### src/design/srsd_pkg.sv
`default_nettype none
// Shared types and constants for the segment range and successive difference block.
// Used by every module of the design; depends on nothing else.
package srsd_pkg;

	localparam int SAMPLE_W = 24;
	localparam int MAG_W    = SAMPLE_W;
	localparam int SQ_W     = 2 * MAG_W;
	localparam int SUM_W    = 58;
	localparam int MEAN_W   = 48;
	localparam int PTV_W    = 24;
	localparam int CFG_W    = 8;
	localparam int DIVR_W   = CFG_W;
	localparam int SEG_W    = 2;
	localparam int IDX_W    = 2;
	localparam int STEP_W   = $clog2(SUM_W);

	localparam logic [CFG_W-1:0] BOUNDARY_ONE_RST = 8'd29;
	localparam logic [CFG_W-1:0] BOUNDARY_TWO_RST = 8'd79;
	localparam logic [CFG_W-1:0] FRAME_LENGTH_RST = 8'd96;

	localparam logic [IDX_W-1:0] REG_BOUNDARY_ONE = 2'd0;
	localparam logic [IDX_W-1:0] REG_BOUNDARY_TWO = 2'd1;
	localparam logic [IDX_W-1:0] REG_FRAME_LENGTH = 2'd2;

	localparam logic [SEG_W-1:0] SEG_FIRST  = 2'd0;
	localparam logic [SEG_W-1:0] SEG_SECOND = 2'd1;
	localparam logic [SEG_W-1:0] SEG_THIRD  = 2'd2;

	typedef struct packed {
		logic [CFG_W-1:0] boundary_one;
		logic [CFG_W-1:0] boundary_two;
		logic [CFG_W-1:0] frame_length;
	} cfg_t;

	// One division job handed from the front end to the divider.
	typedef struct packed {
		logic [SEG_W-1:0]  seg;
		logic [PTV_W-1:0]  ptv;
		logic [SUM_W-1:0]  sum;
		logic [DIVR_W-1:0] divisor;
		logic              frame_end;
	} job_t;

	typedef struct packed {
		logic push;
		job_t job;
	} q_wr_t;

	typedef struct packed {
		logic empty;
		job_t job;
	} q_rd_t;

	typedef enum logic [1:0] {
		F_IDLE,
		F_MUL,
		F_ACC,
		F_PUSH
	} front_state_t;

	typedef enum logic [1:0] {
		B_IDLE,
		B_RUN,
		B_DONE
	} back_state_t;

endpackage
`default_nettype wire

### src/design/srsd_front.sv
`default_nettype none
// Front end: takes samples, finds their segment, tracks min, max and the squared-difference sum.
// Depends on srsd_pkg; feeds division jobs into srsd_queue.
module srsd_front (
	input  wire                           clk,
	input  wire                           arst_n,
	input  srsd_pkg::cfg_t                cfg,
	input  wire                           in_valid,
	output logic                          in_ready,
	input  wire  [srsd_pkg::SAMPLE_W-1:0] sample,
	output srsd_pkg::q_wr_t               q_wr,
	input  wire                           q_full
);
	import srsd_pkg::*;

	front_state_t state_q, state_nxt;

	logic [CFG_W-1:0]           sample_position_q;
	logic [SEG_W-1:0]           current_segment_q;
	logic                       segment_fresh_q;
	logic signed [SAMPLE_W-1:0] running_min_q;
	logic signed [SAMPLE_W-1:0] running_max_q;
	logic signed [SAMPLE_W-1:0] previous_sample_q;
	logic [SUM_W-1:0]           square_sum_q;

	logic [MAG_W-1:0]  mag_s1;
	logic              fresh_s1;
	logic [SEG_W-1:0]  seg_s1;
	logic              seg_done_s1;
	logic              frame_done_s1;
	logic [DIVR_W-1:0] div_s1;
	logic [SQ_W-1:0]   sq_s2;

	logic                       accept;
	logic [CFG_W-1:0]           len, e0, e1_raw, e1, seg_start, seg_end, span;
	logic [SEG_W-1:0]           seg;
	logic [CFG_W:0]             next_pos;
	logic                       frame_done, seg_done, fresh;
	logic signed [SAMPLE_W-1:0] s;
	logic signed [SAMPLE_W:0]   diff;
	logic [SAMPLE_W:0]          diff_abs;
	logic [SUM_W:0]             sum_ext;

	assign s = signed'(sample);

	// Segment ends are clamped so that they never pass each other or the frame end.
	always_comb begin
		len       = (cfg.frame_length == '0) ? CFG_W'(1) : cfg.frame_length;
		e0        = (cfg.boundary_one < len) ? cfg.boundary_one : len;
		e1_raw    = (cfg.boundary_two > e0) ? cfg.boundary_two : e0;
		e1        = (e1_raw > len) ? len : e1_raw;
		if (sample_position_q < e0) begin
			seg = SEG_FIRST;
		end else if (sample_position_q < e1) begin
			seg = SEG_SECOND;
		end else begin
			seg = SEG_THIRD;
		end
		case (seg)
			SEG_FIRST: begin
				seg_start = '0;
				seg_end   = e0;
			end
			SEG_SECOND: begin
				seg_start = e0;
				seg_end   = e1;
			end
			default: begin
				seg_start = e1;
				seg_end   = len;
			end
		endcase
		next_pos   = {1'b0, sample_position_q} + (CFG_W+1)'(1);
		frame_done = next_pos >= {1'b0, len};
		seg_done   = frame_done || (next_pos >= {1'b0, seg_end});
		span       = seg_end - seg_start;
		fresh      = segment_fresh_q || (seg != current_segment_q);
		diff       = {s[SAMPLE_W-1], s} - {previous_sample_q[SAMPLE_W-1], previous_sample_q};
		diff_abs   = diff[SAMPLE_W] ? (~diff + (SAMPLE_W+1)'(1)) : diff;
		sum_ext    = {1'b0, square_sum_q} + (SUM_W+1)'(sq_s2);
	end

	assign accept = in_valid && in_ready;

	always_comb begin
		state_nxt = state_q;
		case (state_q)
			F_IDLE:  if (in_valid) state_nxt = F_MUL;
			F_MUL:   state_nxt = F_ACC;
			F_ACC:   state_nxt = seg_done_s1 ? F_PUSH : F_IDLE;
			F_PUSH:  if (!q_full) state_nxt = F_IDLE;
			default: state_nxt = F_IDLE;
		endcase
	end

	always_comb begin
		in_ready             = (state_q == F_IDLE);
		q_wr.push            = (state_q == F_PUSH) && !q_full;
		q_wr.job.seg         = seg_s1;
		q_wr.job.ptv         = PTV_W'(running_max_q - running_min_q);
		q_wr.job.sum         = square_sum_q;
		q_wr.job.divisor     = div_s1;
		q_wr.job.frame_end   = frame_done_s1;
	end

	always_ff @(posedge clk or negedge arst_n) begin
		if (!arst_n) begin
			state_q           <= F_IDLE;
			sample_position_q <= '0;
			current_segment_q <= SEG_FIRST;
			segment_fresh_q   <= 1'b1;
			running_min_q     <= '0;
			running_max_q     <= '0;
			previous_sample_q <= '0;
			square_sum_q      <= '0;
		end else begin
			state_q <= state_nxt;
			if (accept) begin
				previous_sample_q <= s;
				segment_fresh_q   <= seg_done;
				if (fresh || s < running_min_q) running_min_q <= s;
				if (fresh || s > running_max_q) running_max_q <= s;
				if (frame_done) begin
					sample_position_q <= '0;
					current_segment_q <= SEG_FIRST;
				end else begin
					sample_position_q <= next_pos[CFG_W-1:0];
					current_segment_q <= seg_done ? (seg + SEG_W'(1)) : seg;
				end
			end
			if (state_q == F_ACC) begin
				if (fresh_s1) begin
					square_sum_q <= '0;
				end else if (sum_ext[SUM_W]) begin
					square_sum_q <= '1;
				end else begin
					square_sum_q <= sum_ext[SUM_W-1:0];
				end
			end
		end
	end

	always_ff @(posedge clk) begin
		if (accept) begin
			mag_s1        <= diff_abs[MAG_W-1:0];
			fresh_s1      <= fresh;
			seg_s1        <= seg;
			seg_done_s1   <= seg_done;
			frame_done_s1 <= frame_done;
			div_s1        <= (span == '0) ? DIVR_W'(1) : span;
		end
		if (state_q == F_MUL) begin
			sq_s2 <= mag_s1 * mag_s1;
		end
	end

endmodule
`default_nettype wire

### src/design/srsd_queue.sv
`default_nettype none
// Two-entry job queue between the front end and the divider.
// Depends on srsd_pkg.
module srsd_queue (
	input  wire             clk,
	input  wire             arst_n,
	input  srsd_pkg::q_wr_t q_wr,
	output logic            full,
	input  wire             pop,
	output srsd_pkg::q_rd_t q_rd
);
	import srsd_pkg::*;

	job_t       entry_q [2];
	logic       wr_ptr_q, rd_ptr_q;
	logic [1:0] count_q;
	logic       do_push, do_pop;

	assign full       = (count_q == 2'd2);
	assign q_rd.empty = (count_q == 2'd0);
	assign q_rd.job   = entry_q[rd_ptr_q];
	assign do_push    = q_wr.push && !full;
	assign do_pop     = pop && !q_rd.empty;

	always_ff @(posedge clk or negedge arst_n) begin
		if (!arst_n) begin
			wr_ptr_q <= 1'b0;
			rd_ptr_q <= 1'b0;
			count_q  <= 2'd0;
		end else begin
			if (do_push) wr_ptr_q <= ~wr_ptr_q;
			if (do_pop) rd_ptr_q <= ~rd_ptr_q;
			if (do_push && !do_pop) begin
				count_q <= count_q + 2'd1;
			end else if (do_pop && !do_push) begin
				count_q <= count_q - 2'd1;
			end
		end
	end

	always_ff @(posedge clk) begin
		if (do_push) entry_q[wr_ptr_q] <= q_wr.job;
	end

endmodule
`default_nettype wire

### src/design/srsd_back.sv
`default_nettype none
// Back end: bit-serial restoring divider for the mean squared difference, plus the result register.
// Depends on srsd_pkg; takes jobs from srsd_queue.
module srsd_back (
	input  wire                         clk,
	input  wire                         arst_n,
	input  srsd_pkg::q_rd_t             q_rd,
	output logic                        pop,
	output logic                        out_valid,
	input  wire                         out_ready,
	output logic [srsd_pkg::SEG_W-1:0]  segment_index,
	output logic [srsd_pkg::PTV_W-1:0]  peak_to_valley,
	output logic [srsd_pkg::MEAN_W-1:0] mean_sq_diff,
	output logic                        frame_end
);
	import srsd_pkg::*;

	localparam logic [STEP_W-1:0] LAST_STEP = STEP_W'(SUM_W - 1);

	back_state_t state_q, state_nxt;

	logic [SUM_W-1:0]  quo_q;
	logic [DIVR_W-1:0] rem_q;
	logic [DIVR_W-1:0] divisor_q;
	logic [STEP_W-1:0] step_q;
	logic [SEG_W-1:0]  seg_q;
	logic [PTV_W-1:0]  ptv_q;
	logic              frame_end_q;
	logic              out_valid_q;

	logic [DIVR_W:0]   trial;
	logic              fits;
	logic              load_out;
	logic [MEAN_W-1:0] mean_sat;

	always_comb begin
		trial    = {rem_q, quo_q[SUM_W-1]};
		fits     = trial >= {1'b0, divisor_q};
		mean_sat = (|quo_q[SUM_W-1:MEAN_W]) ? '1 : quo_q[MEAN_W-1:0];
	end

	always_comb begin
		state_nxt = state_q;
		case (state_q)
			B_IDLE:  if (!q_rd.empty) state_nxt = B_RUN;
			B_RUN:   if (step_q == LAST_STEP) state_nxt = B_DONE;
			B_DONE:  if (!out_valid_q || out_ready) state_nxt = B_IDLE;
			default: state_nxt = B_IDLE;
		endcase
	end

	always_comb begin
		pop      = (state_q == B_IDLE) && !q_rd.empty;
		load_out = (state_q == B_DONE) && (!out_valid_q || out_ready);
	end

	assign out_valid = out_valid_q;

	always_ff @(posedge clk or negedge arst_n) begin
		if (!arst_n) begin
			state_q     <= B_IDLE;
			out_valid_q <= 1'b0;
			step_q      <= '0;
		end else begin
			state_q <= state_nxt;
			if (load_out) begin
				out_valid_q <= 1'b1;
			end else if (out_ready) begin
				out_valid_q <= 1'b0;
			end
			if (pop) begin
				step_q <= '0;
			end else if (state_q == B_RUN) begin
				step_q <= step_q + STEP_W'(1);
			end
		end
	end

	always_ff @(posedge clk) begin
		if (pop) begin
			quo_q       <= q_rd.job.sum;
			rem_q       <= '0;
			divisor_q   <= q_rd.job.divisor;
			seg_q       <= q_rd.job.seg;
			ptv_q       <= q_rd.job.ptv;
			frame_end_q <= q_rd.job.frame_end;
		end else if (state_q == B_RUN) begin
			quo_q <= {quo_q[SUM_W-2:0], fits};
			rem_q <= fits ? DIVR_W'(trial - {1'b0, divisor_q}) : trial[DIVR_W-1:0];
		end
		if (load_out) begin
			segment_index  <= seg_q;
			peak_to_valley <= ptv_q;
			mean_sq_diff   <= mean_sat;
			frame_end      <= frame_end_q;
		end
	end

endmodule
`default_nettype wire

### src/design/segment_range_and_successive_diff_stats.sv
`default_nettype none
// A sample that closes a segment passes the front end states (multiply, accumulate, push),
// the queue, the 58 divider steps and the output register before its result shows.
// The front end takes no new sample word until it is through with the last one; the divider
// works one job at a time, with up to two further jobs waiting in the queue.
// Reset (arst_n low, asynchronous) clears all control state and loads the configuration
// registers with 29, 79 and 96; no clearing pass follows.
//
// Depends on srsd_pkg, srsd_front, srsd_queue and srsd_back.
module segment_range_and_successive_diff_stats (
	input  wire                           clk,
	input  wire                           arst_n,
	input  wire                           cfg_write,
	input  wire  [srsd_pkg::IDX_W-1:0]    cfg_index,
	input  wire  [srsd_pkg::CFG_W-1:0]    cfg_data,
	input  wire                           in_valid,
	output logic                          in_ready,
	input  wire  [srsd_pkg::SAMPLE_W-1:0] sample,
	output logic                          out_valid,
	input  wire                           out_ready,
	output logic [srsd_pkg::SEG_W-1:0]    segment_index,
	output logic [srsd_pkg::PTV_W-1:0]    peak_to_valley,
	output logic [srsd_pkg::MEAN_W-1:0]   mean_sq_diff,
	output logic                          frame_end
);
	import srsd_pkg::*;

	// The three configuration registers. They must be written only while the block is quiet,
	// so the front end reads them directly; unchecked. A write to an unused index is dropped.
	cfg_t cfg_q;

	always_ff @(posedge clk or negedge arst_n) begin
		if (!arst_n) begin
			cfg_q.boundary_one <= BOUNDARY_ONE_RST;
			cfg_q.boundary_two <= BOUNDARY_TWO_RST;
			cfg_q.frame_length <= FRAME_LENGTH_RST;
		end else if (cfg_write) begin
			case (cfg_index)
				REG_BOUNDARY_ONE: cfg_q.boundary_one <= cfg_data;
				REG_BOUNDARY_TWO: cfg_q.boundary_two <= cfg_data;
				REG_FRAME_LENGTH: cfg_q.frame_length <= cfg_data;
				default: ;
			endcase
		end
	end

	// The front end classifies each sample by its frame position, keeps the running
	// minimum, maximum and the saturating sum of squared neighbor differences, and on the
	// last sample of a segment hands the sum, the range and the segment length onward.
	q_wr_t q_wr;
	q_rd_t q_rd;
	logic  q_full;
	logic  q_pop;

	srsd_front u_front (
		.clk      (clk),
		.arst_n   (arst_n),
		.cfg      (cfg_q),
		.in_valid (in_valid),
		.in_ready (in_ready),
		.sample   (sample),
		.q_wr     (q_wr),
		.q_full   (q_full)
	);

	// The queue lets the front end keep taking samples while a division is under way.
	srsd_queue u_queue (
		.clk    (clk),
		.arst_n (arst_n),
		.q_wr   (q_wr),
		.full   (q_full),
		.pop    (q_pop),
		.q_rd   (q_rd)
	);

	// The back end divides the sum by the segment length one quotient bit per cycle,
	// saturates the quotient to 48 bits and holds the finished word in its output register.
	srsd_back u_back (
		.clk            (clk),
		.arst_n         (arst_n),
		.q_rd           (q_rd),
		.pop            (q_pop),
		.out_valid      (out_valid),
		.out_ready      (out_ready),
		.segment_index  (segment_index),
		.peak_to_valley (peak_to_valley),
		.mean_sq_diff   (mean_sq_diff),
		.frame_end      (frame_end)
	);

endmodule
`default_nettype wire
### config.mk
export PLATFORM = sky130hd
export DESIGN_NAME = segment_range_and_successive_diff_stats
export DESIGN_NICKNAME = d
export VERILOG_FILES = /design/src/design/srsd_pkg.sv /design/src/design/srsd_front.sv /design/src/design/srsd_queue.sv /design/src/design/srsd_back.sv /design/src/design/segment_range_and_successive_diff_stats.sv
export SDC_FILE = /design/constraint.sdc
export NUM_CORES = 2
export LEC_CHECK = 0
export ABC_AREA = 1
export BUFFER_PORTS_ARGS = -buffer_cell sky130_fd_sc_hd__clkbuf_2
export CELL_PAD_IN_SITES_DETAIL_PLACEMENT = 1
export CELL_PAD_IN_SITES_GLOBAL_PLACEMENT = 2
export CORE_ASPECT_RATIO = 0.8
export CORE_MARGIN = 2
export CORE_UTILIZATION = 45
export CTS_CLUSTER_SIZE = 24
export DETAILED_ROUTE_END_ITERATION = 12
export PLACE_DENSITY_LB_ADDON = 0.08
export REMOVE_ABC_BUFFERS = 1
export SLEW_MARGIN = 10
export SYNTH_ARGS = -nofsm -noshare
export SYNTH_HDL_FRONTEND = slang
export SYNTH_SLANG_ARGS = --single-unit
### constraint.sdc
create_clock -name clk -period 15.1 [get_ports clk]
set_input_delay 3.02 -clock clk [delete_from_list [all_inputs] [get_ports clk]]
set_output_delay 3.02 -clock clk [all_outputs]
set_load 0.005 [all_outputs]
# Word-level counts from Yosys, hierarchy flattened
# Memory sizes are Yosys's and may differ from the RTL's.
# Cells that the tools add are included.
[word_totals]
mem_count = 1
elab_cells = 145
in_bits = 39
output_inout_bits = 77
regBits = 441
ramBits = 186
[mem_list]
columns = ["name", "depth", "width", "rd", "rd_ports_with_merged_regs", "write_ports", "line_no", "rtl"]
rows = [
  ["u_queue.entry_q", 2, 93, 1, 0, 1, "srsd_queue.sv:14", "job_t entry_q [2];"],
]
[op_classes]
reduce_logical = 36
mul = 1
n_eq_ne = 16
addsub = 11
muxes = 33
bitwise_logic = 3
magnitude_cmp = 10
[op_table]
columns = ["op", "count"]
rows = [
  ["2-to-1 mux 58 bit", 4],
  ["adder 58 x 48 -> 59 bit", 1],
  ["multiplier 24 x 24 -> 48 bit", 1],
  ["2-to-1 mux 8 bit", 6],
  ["case mux 8 bit (2 select lines)", 2],
  ["greater-or-equal comparator 9 x 8 -> 1 bit", 3],
  ["subtractor 24 x 24 -> 25 bit", 1],
  ["adder 24 x 2 -> 24 bit, second input constant", 1],
  ["greater-than comparator 24 bit", 1],
  ["< comparator 24 bit", 1],
  ["< comparator 8 bit", 3],
  ["2-to-1 mux 2 bit", 12],
  ["2-to-1 mux 24 bit", 1],
  ["NOT 24 bit", 1],
  ["subtractor 24 bit", 1],
  ["greater-than comparator 8 bit", 2],
  ["zero test 8 bit", 2],
  ["subtractor 8 bit", 2],
  ["2-to-1 mux 6 bit", 2],
  ["AND reduction 2 bit", 6],
  ["equality test 2 bit, second input constant", 5],
  ["zero test 2 bit", 5],
  ["OR reduction 10 bit", 1],
  ["adder 8 x 1 -> 9 bit, second input constant", 1],
  ["other kinds (17)", 45],
]

# Longest topological paths before layout
[depth]
word_depth = 17
depth_mapped = 60
mapped_depth_nobuf = 58

# Cells and area by module
# From an unflattened synthesis, not the netlist that was laid out.
[unflattened]
cells_unflattened = 5283
area_unflattened_um2 = 48624.1
[by_module_without_submodules]
columns = ["mod", "n_inst", "cells_per_inst", "seq_area_each_um2", "area_per_inst_um2"]
rows = [
  ["srsd_front", 1, 4060, 6102.1, 33219.4],
  ["srsd_back", 1, 598, 5430.2, 7323.3],
  ["srsd_queue", 1, 518, 5685.5, 7016.7],
  ["segment_range_and_successive_diff_stats", 1, 107, 614.3, 1064.8],
]

# Worst setup path before layout
# No wires, ideal clock.
[synth_timing]
path_kind = "flip-flop to flip-flop"
startpoint = "reg cfg_q[5] (netlist bit)"
endpoint = "reg u_front.div_s1[0], data pin"
setup_ps = 253
slack_ps = 7138
path_stages_with_launch = 49
required_ps = 14847
period_less_slack_ps = 7962
path_buffers = 4
arrival_ps = 7709
cell_sequence = "dfstp_2 > inv_1 > ha_1 > a21oi_1 > nor2_1 > a211oi_2 > nand2_4 > buf_2 > o21ai_0 > ha_1 > a21oi_1 > o21ai_0 > nand2_1 > o211ai_1 > nand2_1 > inv_1 > clkbuf_1 > o21ai_0 > (+13 left out) > a211oi_1 > nand2_4 > nand2_4 > buf_2 > ha_1 > inv_1 > o221ai_1 > o21ai_0 > ha_1 > fa_1 > o21ai_0 > a21oi_1 > nor2_1 > nor2_1 > xnor2_1 > nor4_1 > nand3_1 > nand2_1"
[synth_via]
elab_chain_cells = 15
word_cells_on_any_way = 18
classes_between = "add/sub (1); order compare (5); eq/ne (1); mux (8); reduce/logical (3)"
[synth_rtl]
columns = ["element", "line_no", "rtl"]
rows = [
  ["start: declaration", "segment_range_and_successive_diff_stats.sv:30", "cfg_t cfg_q;"],
  ["zero test 8 bit", "srsd_front.sv:48", "len = (cfg.frame_length == '0) ? CFG_W'(1) : cfg.frame_length;"],
  ["2-to-1 mux 8 bit *", "srsd_front.sv:48", ""],
  ["< comparator 8 bit", "srsd_front.sv:49", "e0 = (cfg.boundary_one < len) ? cfg.boundary_one : len;"],
  ["2-to-1 mux 8 bit", "srsd_front.sv:49", ""],
  ["greater-than comparator 8 bit", "srsd_front.sv:50", "e1_raw = (cfg.boundary_two > e0) ? cfg.boundary_two : e0;"],
  ["2-to-1 mux 8 bit", "srsd_front.sv:50", ""],
  ["greater-than comparator 8 bit", "srsd_front.sv:51", "e1 = (e1_raw > len) ? len : e1_raw;"],
  ["2-to-1 mux 8 bit", "srsd_front.sv:51", ""],
  ["< comparator 8 bit", "srsd_front.sv:54", "end else if (sample_position_q < e1) begin"],
  ["2-to-1 mux 2 bit", "srsd_front.sv:54", ""],
  ["2-to-1 mux 2 bit", "srsd_front.sv:52", "if (sample_position_q < e0) begin"],
  ["equality test 2 x 1 -> 1 bit or zero test 2 bit (tied branches)", "srsd_front.sv:59", "case (seg)"],
  ["case mux 8 bit (2 select lines)", "srsd_front.sv:59", ""],
  ["subtractor 8 bit *", "srsd_front.sv:76", "span = seg_end - seg_start;"],
  ["zero test 8 bit", "srsd_front.sv:150", "div_s1 <= (span == '0) ? DIVR_W'(1) : span;"],
  ["end signal: assignment", "srsd_front.sv:150", ""],
  ["end: declaration", "srsd_front.sv:31", "logic [DIVR_W-1:0] div_s1;"],
]
# Every way passes the cells marked *; elsewhere a longest branch is shown, timed or not.
# A chain may end at the register's enable or synchronous reset.

# Final worst setup path
# Ends and elaborated chain as after synthesis.

==> metrics.txt <==
# TYPE chip_impl_metric gauge
chip_impl_info{name="run_status",value="completed"} 1
chip_impl_metric{name="number_of_buffers_created_by_cts",unit=""} 70
chip_impl_metric{name="grt_pass1_wl",unit="mm"} 207.5
chip_impl_metric{name="max-slew-margin-rel",unit="%"} 24.17
chip_impl_info{name="tritoncts",value="done"} 1
chip_impl_metric{name="dr.first_iter.drc_count",unit=""} 1695
chip_impl_metric{name="antenna_found_initial",unit=""} 2
chip_impl_info{name="post_synth_most_frequent_cells",value="nand2_1 (1166), inv_1 (1067), edfxtp_1 (438), fa_1 (426), ha_1 (393)"} 1
chip_impl_metric{name="min_path_cells",unit=""} 0
chip_impl_metric{name="gp_congestion",unit=""} 0.8908
chip_impl_info{name="synthMostInstantiatedCell",value="nand2_1"} 1
chip_impl_info{name="crit_top_cell",value="nand2_1"} 1
chip_impl_metric{name="post-route-period-util",unit="%"} 64.43
chip_impl_metric{name="drc_errors",unit=""} 0
chip_impl_metric{name="setup_viol_count_final",unit=""} 0
chip_impl_metric{name="synth.ff_latch_count",unit=""} 626
chip_impl_metric{name="dr_vias_cell",unit=""} 5.113
chip_impl_metric{name="grt.overflow.total",unit=""} 0
chip_impl_metric{name="placeableCoreArea",unit="sq mm"} 0.1050
chip_impl_info{name="worst_r2r_endpoint",value="u_front.div_s1[0]$_SDFFCE_PN1P_"} 1
chip_impl_info{name="post-synth-top-area-cell",value="edfxtp_1"} 1
chip_impl_metric{name="post_route_cells_drive_above_1_share",unit="%"} 6.341
chip_impl_metric{name="clock-skew-final",unit="ns"} 0.04155
chip_impl_metric{name="n_antenna_cell",unit=""} 0
chip_impl_metric{name="std_cell_rows",unit=""} 106
chip_impl_metric{name="numClockSinks",unit=""} 626
chip_impl_metric{name="gr_usage_total",unit="%"} 24.23
chip_impl_metric{name="cts_buffer_depth",unit=""} 3
chip_impl_metric{name="port_buffers",unit=""} 115
chip_impl_metric{name="post-dp-hpwl",unit="mm"} 99.19
chip_impl_metric{name="path_clk_slew",unit="ns"} 0.06
chip_impl_metric{name="hold_viol_final",unit=""} 0
chip_impl_metric{name="cp.arrival",unit="ns"} 10.25
chip_impl_metric{name="synthDistinctLibCells",unit=""} 60
chip_impl_metric{name="synth_async_sr_flop_share",unit="%"} 28.75
chip_impl_info{name="endpoint_kind",value="flop"} 1
chip_impl_info{name="dominant_combinational_cell_family_by_area_after_synthesis",value="adder cells"} 1
chip_impl_metric{name="die_footprint",unit="sq mm"} 0.1090
chip_impl_metric{name="nNetsFinal",unit=""} 6101
chip_impl_info{name="synth_top_flop_cell",value="edfxtp_1"} 1
chip_impl_metric{name="design_area",unit="sq mm"} 0.05231
chip_impl_info{name="cp_slowest_cell",value="dfstp_2"} 1
chip_impl_metric{name="xor_xnor_cell_area_share_of_the_yosys_netlist",unit="%"} 3.183
chip_impl_metric{name="detail-route-antenna-nets",unit=""} 0
chip_impl_metric{name="ys_warn_count",unit=""} 0
chip_impl_metric{name="finalMaxSlewViolations",unit=""} 0
chip_impl_metric{name="route.detailed.wl_per_inst",unit="um"} 19.18
chip_impl_metric{name="i_o_pin_count",unit=""} 116
chip_impl_metric{name="htree_levels",unit=""} 3
chip_impl_metric{name="seq_area_frac_synth",unit="%"} 37.25
chip_impl_metric{name="critical_path.max_stage_delay",unit="ns"} 0.59
chip_impl_metric{name="placed_cell_area",unit="sq mm"} 0.05004
chip_impl_info{name="timing_worst_setup_path_type",value="reg -> reg"} 1
chip_impl_metric{name="finalWorstPathRequiredPeriod",unit="ns"} 9.730
chip_impl_info{name="crit_path_start_kind",value="flop"} 1
chip_impl_metric{name="post_layout_nonfiller_instances",unit=""} 6703
chip_impl_metric{name="synth_enable_flop_cells",unit=""} 438
chip_impl_info{name="setup_repair_after_global_routing_missed_its_margin",value="no"} 1
chip_impl_metric{name="dr_total_vias",unit=""} 34270
chip_impl_metric{name="dp.cells",unit=""} 6575
chip_impl_metric{name="initial_utilization",unit="%"} 45.57
chip_impl_metric{name="grt_max_degree",unit=""} 78
chip_impl_metric{name="drtPass1Iterations",unit=""} 5
chip_impl_metric{name="area_delta_synth_final",unit="%"} 9.268
chip_impl_metric{name="wirelength",unit="mm"} 128.6
chip_impl_metric{name="synth_compound_area_share",unit="%"} 7.990
chip_impl_metric{name="cts_setup_buffers",unit=""} 0
chip_impl_metric{name="synth.cell_area",unit="sq mm"} 0.04787
chip_impl_metric{name="netlist.area_leader.share",unit="%"} 27.47
chip_impl_metric{name="timing.critical_path.fanout_max",unit=""} 24
chip_impl_metric{name="postSynthAreaPerCell",unit="sq um"} 9.292
chip_impl_info{name="worst_hold_path_type",value="reg -> reg"} 1
chip_impl_metric{name="syn-instance-count",unit=""} 5152
chip_impl_metric{name="ff2ff_path_depth",unit=""} 44
chip_impl_metric{name="fin_worst_hold_slack",unit="ns"} 0.4183
chip_impl_metric{name="maxCapViolCount",unit=""} 0
chip_impl_metric{name="synth_fa_ha_area_share",unit="%"} 28.09
chip_impl_metric{name="die_span_x",unit="um"} 368.7
chip_impl_metric{name="ctsResizeCount",unit=""} 0
chip_impl_info{name="clock_tree_root_driver_cell",value="clkbuf_16"} 1
chip_impl_metric{name="die_h",unit="um"} 295.7
chip_impl_metric{name="regToRegSetupSlack",unit="ns"} 5.37
chip_impl_metric{name="first_global_vias",unit=""} 36770
chip_impl_metric{name="cts-hold-fix-buffers",unit=""} 0
chip_impl_metric{name="post_synth_and_or_nand_nor_area_fraction",unit="%"} 13.92
chip_impl_info{name="netlist_top_cells_area",value="edfxtp_1 (27%), fa_1 (18%), ha_1 (10%)"} 1
chip_impl_metric{name="crit_required",unit="ns"} 15.62
chip_impl_metric{name="max_freq",unit="GHz"} 0.1028
chip_impl_metric{name="setup_tns",unit="ns"} 0
chip_impl_metric{name="worstSkewPairLatency",unit="ns"} 0.66
chip_impl_info{name="holdCritStartpoint",value="u_back.ptv_q[15]$_DFFE_PP_"} 1
chip_impl_info{name="worst_flop_to_flop_path_startpoint",value="cfg_q[5]$_DFFE_PN1P_"} 1
chip_impl_metric{name="synth.mux.area_fraction",unit="%"} 0
chip_impl_metric{name="worst_max_slew_pin_slew",unit="ns"} 1.138
chip_impl_info{name="worst_hold_path.endpoint",value="u_back.peak_to_valley[15]$_DFFE_PP_"} 1
-- cells in the final DEF (no fill, tap or decap), types with 115 or more instances in the layout --
cell type	netlist	final
ha_1	393	393
nor2_1	240	234
dfrtp_1	168	167
edfxtp_1	438	438
inv_1	1067	1066
nand2_1	1166	1164
a21oi_1	237	237
o21ai_0	217	216
xor2_1	115	115
nand3_1	129	129
fa_1	426	426
-- worst max-delay path: cells and delay by family (launching register included) --
kind	cells	cell delay [ns]
DFF	1	0.59
AOI/OAI and AO/OA	12	3.18
adders and majority gates	7	2.31
and+or+nand+nor	19	2.45
buffers and inverters	5	0.95
xor gates and xnor gates	1	0.13
-- per-layer routing --
metal | wire (um) | track usage [%]
met1 | 65630 | 36.19
met2 | 57750 | 38.97
met3 | 3825 | 2.763
met4 | 1372 | 3.206
met5 | 0 | 0
-- state kept, by name (all words and copies together) (netlist names), 6 cells and up --
register	flops
u_back.peak_to_valley	24
u_front.running_min_q	24
u_front.div_s1	8
u_front.mag_s1	24
u_front.running_max_q	24
u_front.square_sum_q	58
u_front.sample_position_q	8
u_back.mean_sq_diff	48
u_back.step_q	6
u_back.rem_q	8
u_front.previous_sample_q	24
u_back.divisor_q	8
cfg_q	24
u_back.quo_q	58
u_back.ptv_q	24
u_front.sq_s2	47
u_queue.entry_q	186
-- stage by stage --
stage	util [%]	worst slack, ns
final	49.80	5.370
after global routing	49.80	4.380
after CTS	49.80	5.396
after detailed placement	47.63	5.403
after global placement	47.63	5.573
after floorplan	-	5.734
-- cell type report --
| type | count | area (sq um) |
|---|---|---|
| clock buffers | 89 | 1873 |
| clock inverters | 39 | 400.4 |
| fillers | 12100 | 52730 |
| inverters | 1070 | 4020 |
| multi-input cells | 3318 | 25520 |
| flip-flops and latches | 626 | 17840 |
| well taps | 1404 | 1757 |
| repair buffers | 157 | 899.6 |
-- how the worst max path moves through the flow --
stage / to / cells after the start / slack, ns / start
2_1_floorplan: u_back.quo_q[0]$_DFFE_PP_ / 8 / 5.73 / u_back.step_q[1]$_DFFE_PN0P_
3_3_place_gp: u_front.div_s1[0]$_SDFFCE_PN1P_ / 44 / 5.57 / cfg_q[5]$_DFFE_PN1P_
3_5_place_dp: u_front.div_s1[0]$_SDFFCE_PN1P_ / 44 / 5.40 / cfg_q[5]$_DFFE_PN1P_
4_1_cts: u_front.div_s1[0]$_SDFFCE_PN1P_ / 44 / 5.40 / cfg_q[5]$_DFFE_PN1P_
5_1_grt: u_front.div_s1[0]$_SDFFCE_PN1P_ / 44 / 4.38 / cfg_q[5]$_DFFE_PN1P_
6_report: u_front.div_s1[0]$_SDFFCE_PN1P_ / 44 / 5.37 / cfg_q[5]$_DFFE_PN1P_
-- cell families (layout without fill, tap and decap cells) --
logic type                 Yosys count  count (layout)
buffers and inverters             1208            1355
xor gates and xnor gates           174             174
adders and majority gates          819             819
DFF                                626             626
and+or+nand+nor                   1647            1647
AOI/OAI and AO/OA                  678             678
Power is left out: the tool's default activity adds up to more than one toggle a clock period on the data nets, which glitch-free logic cannot reach.
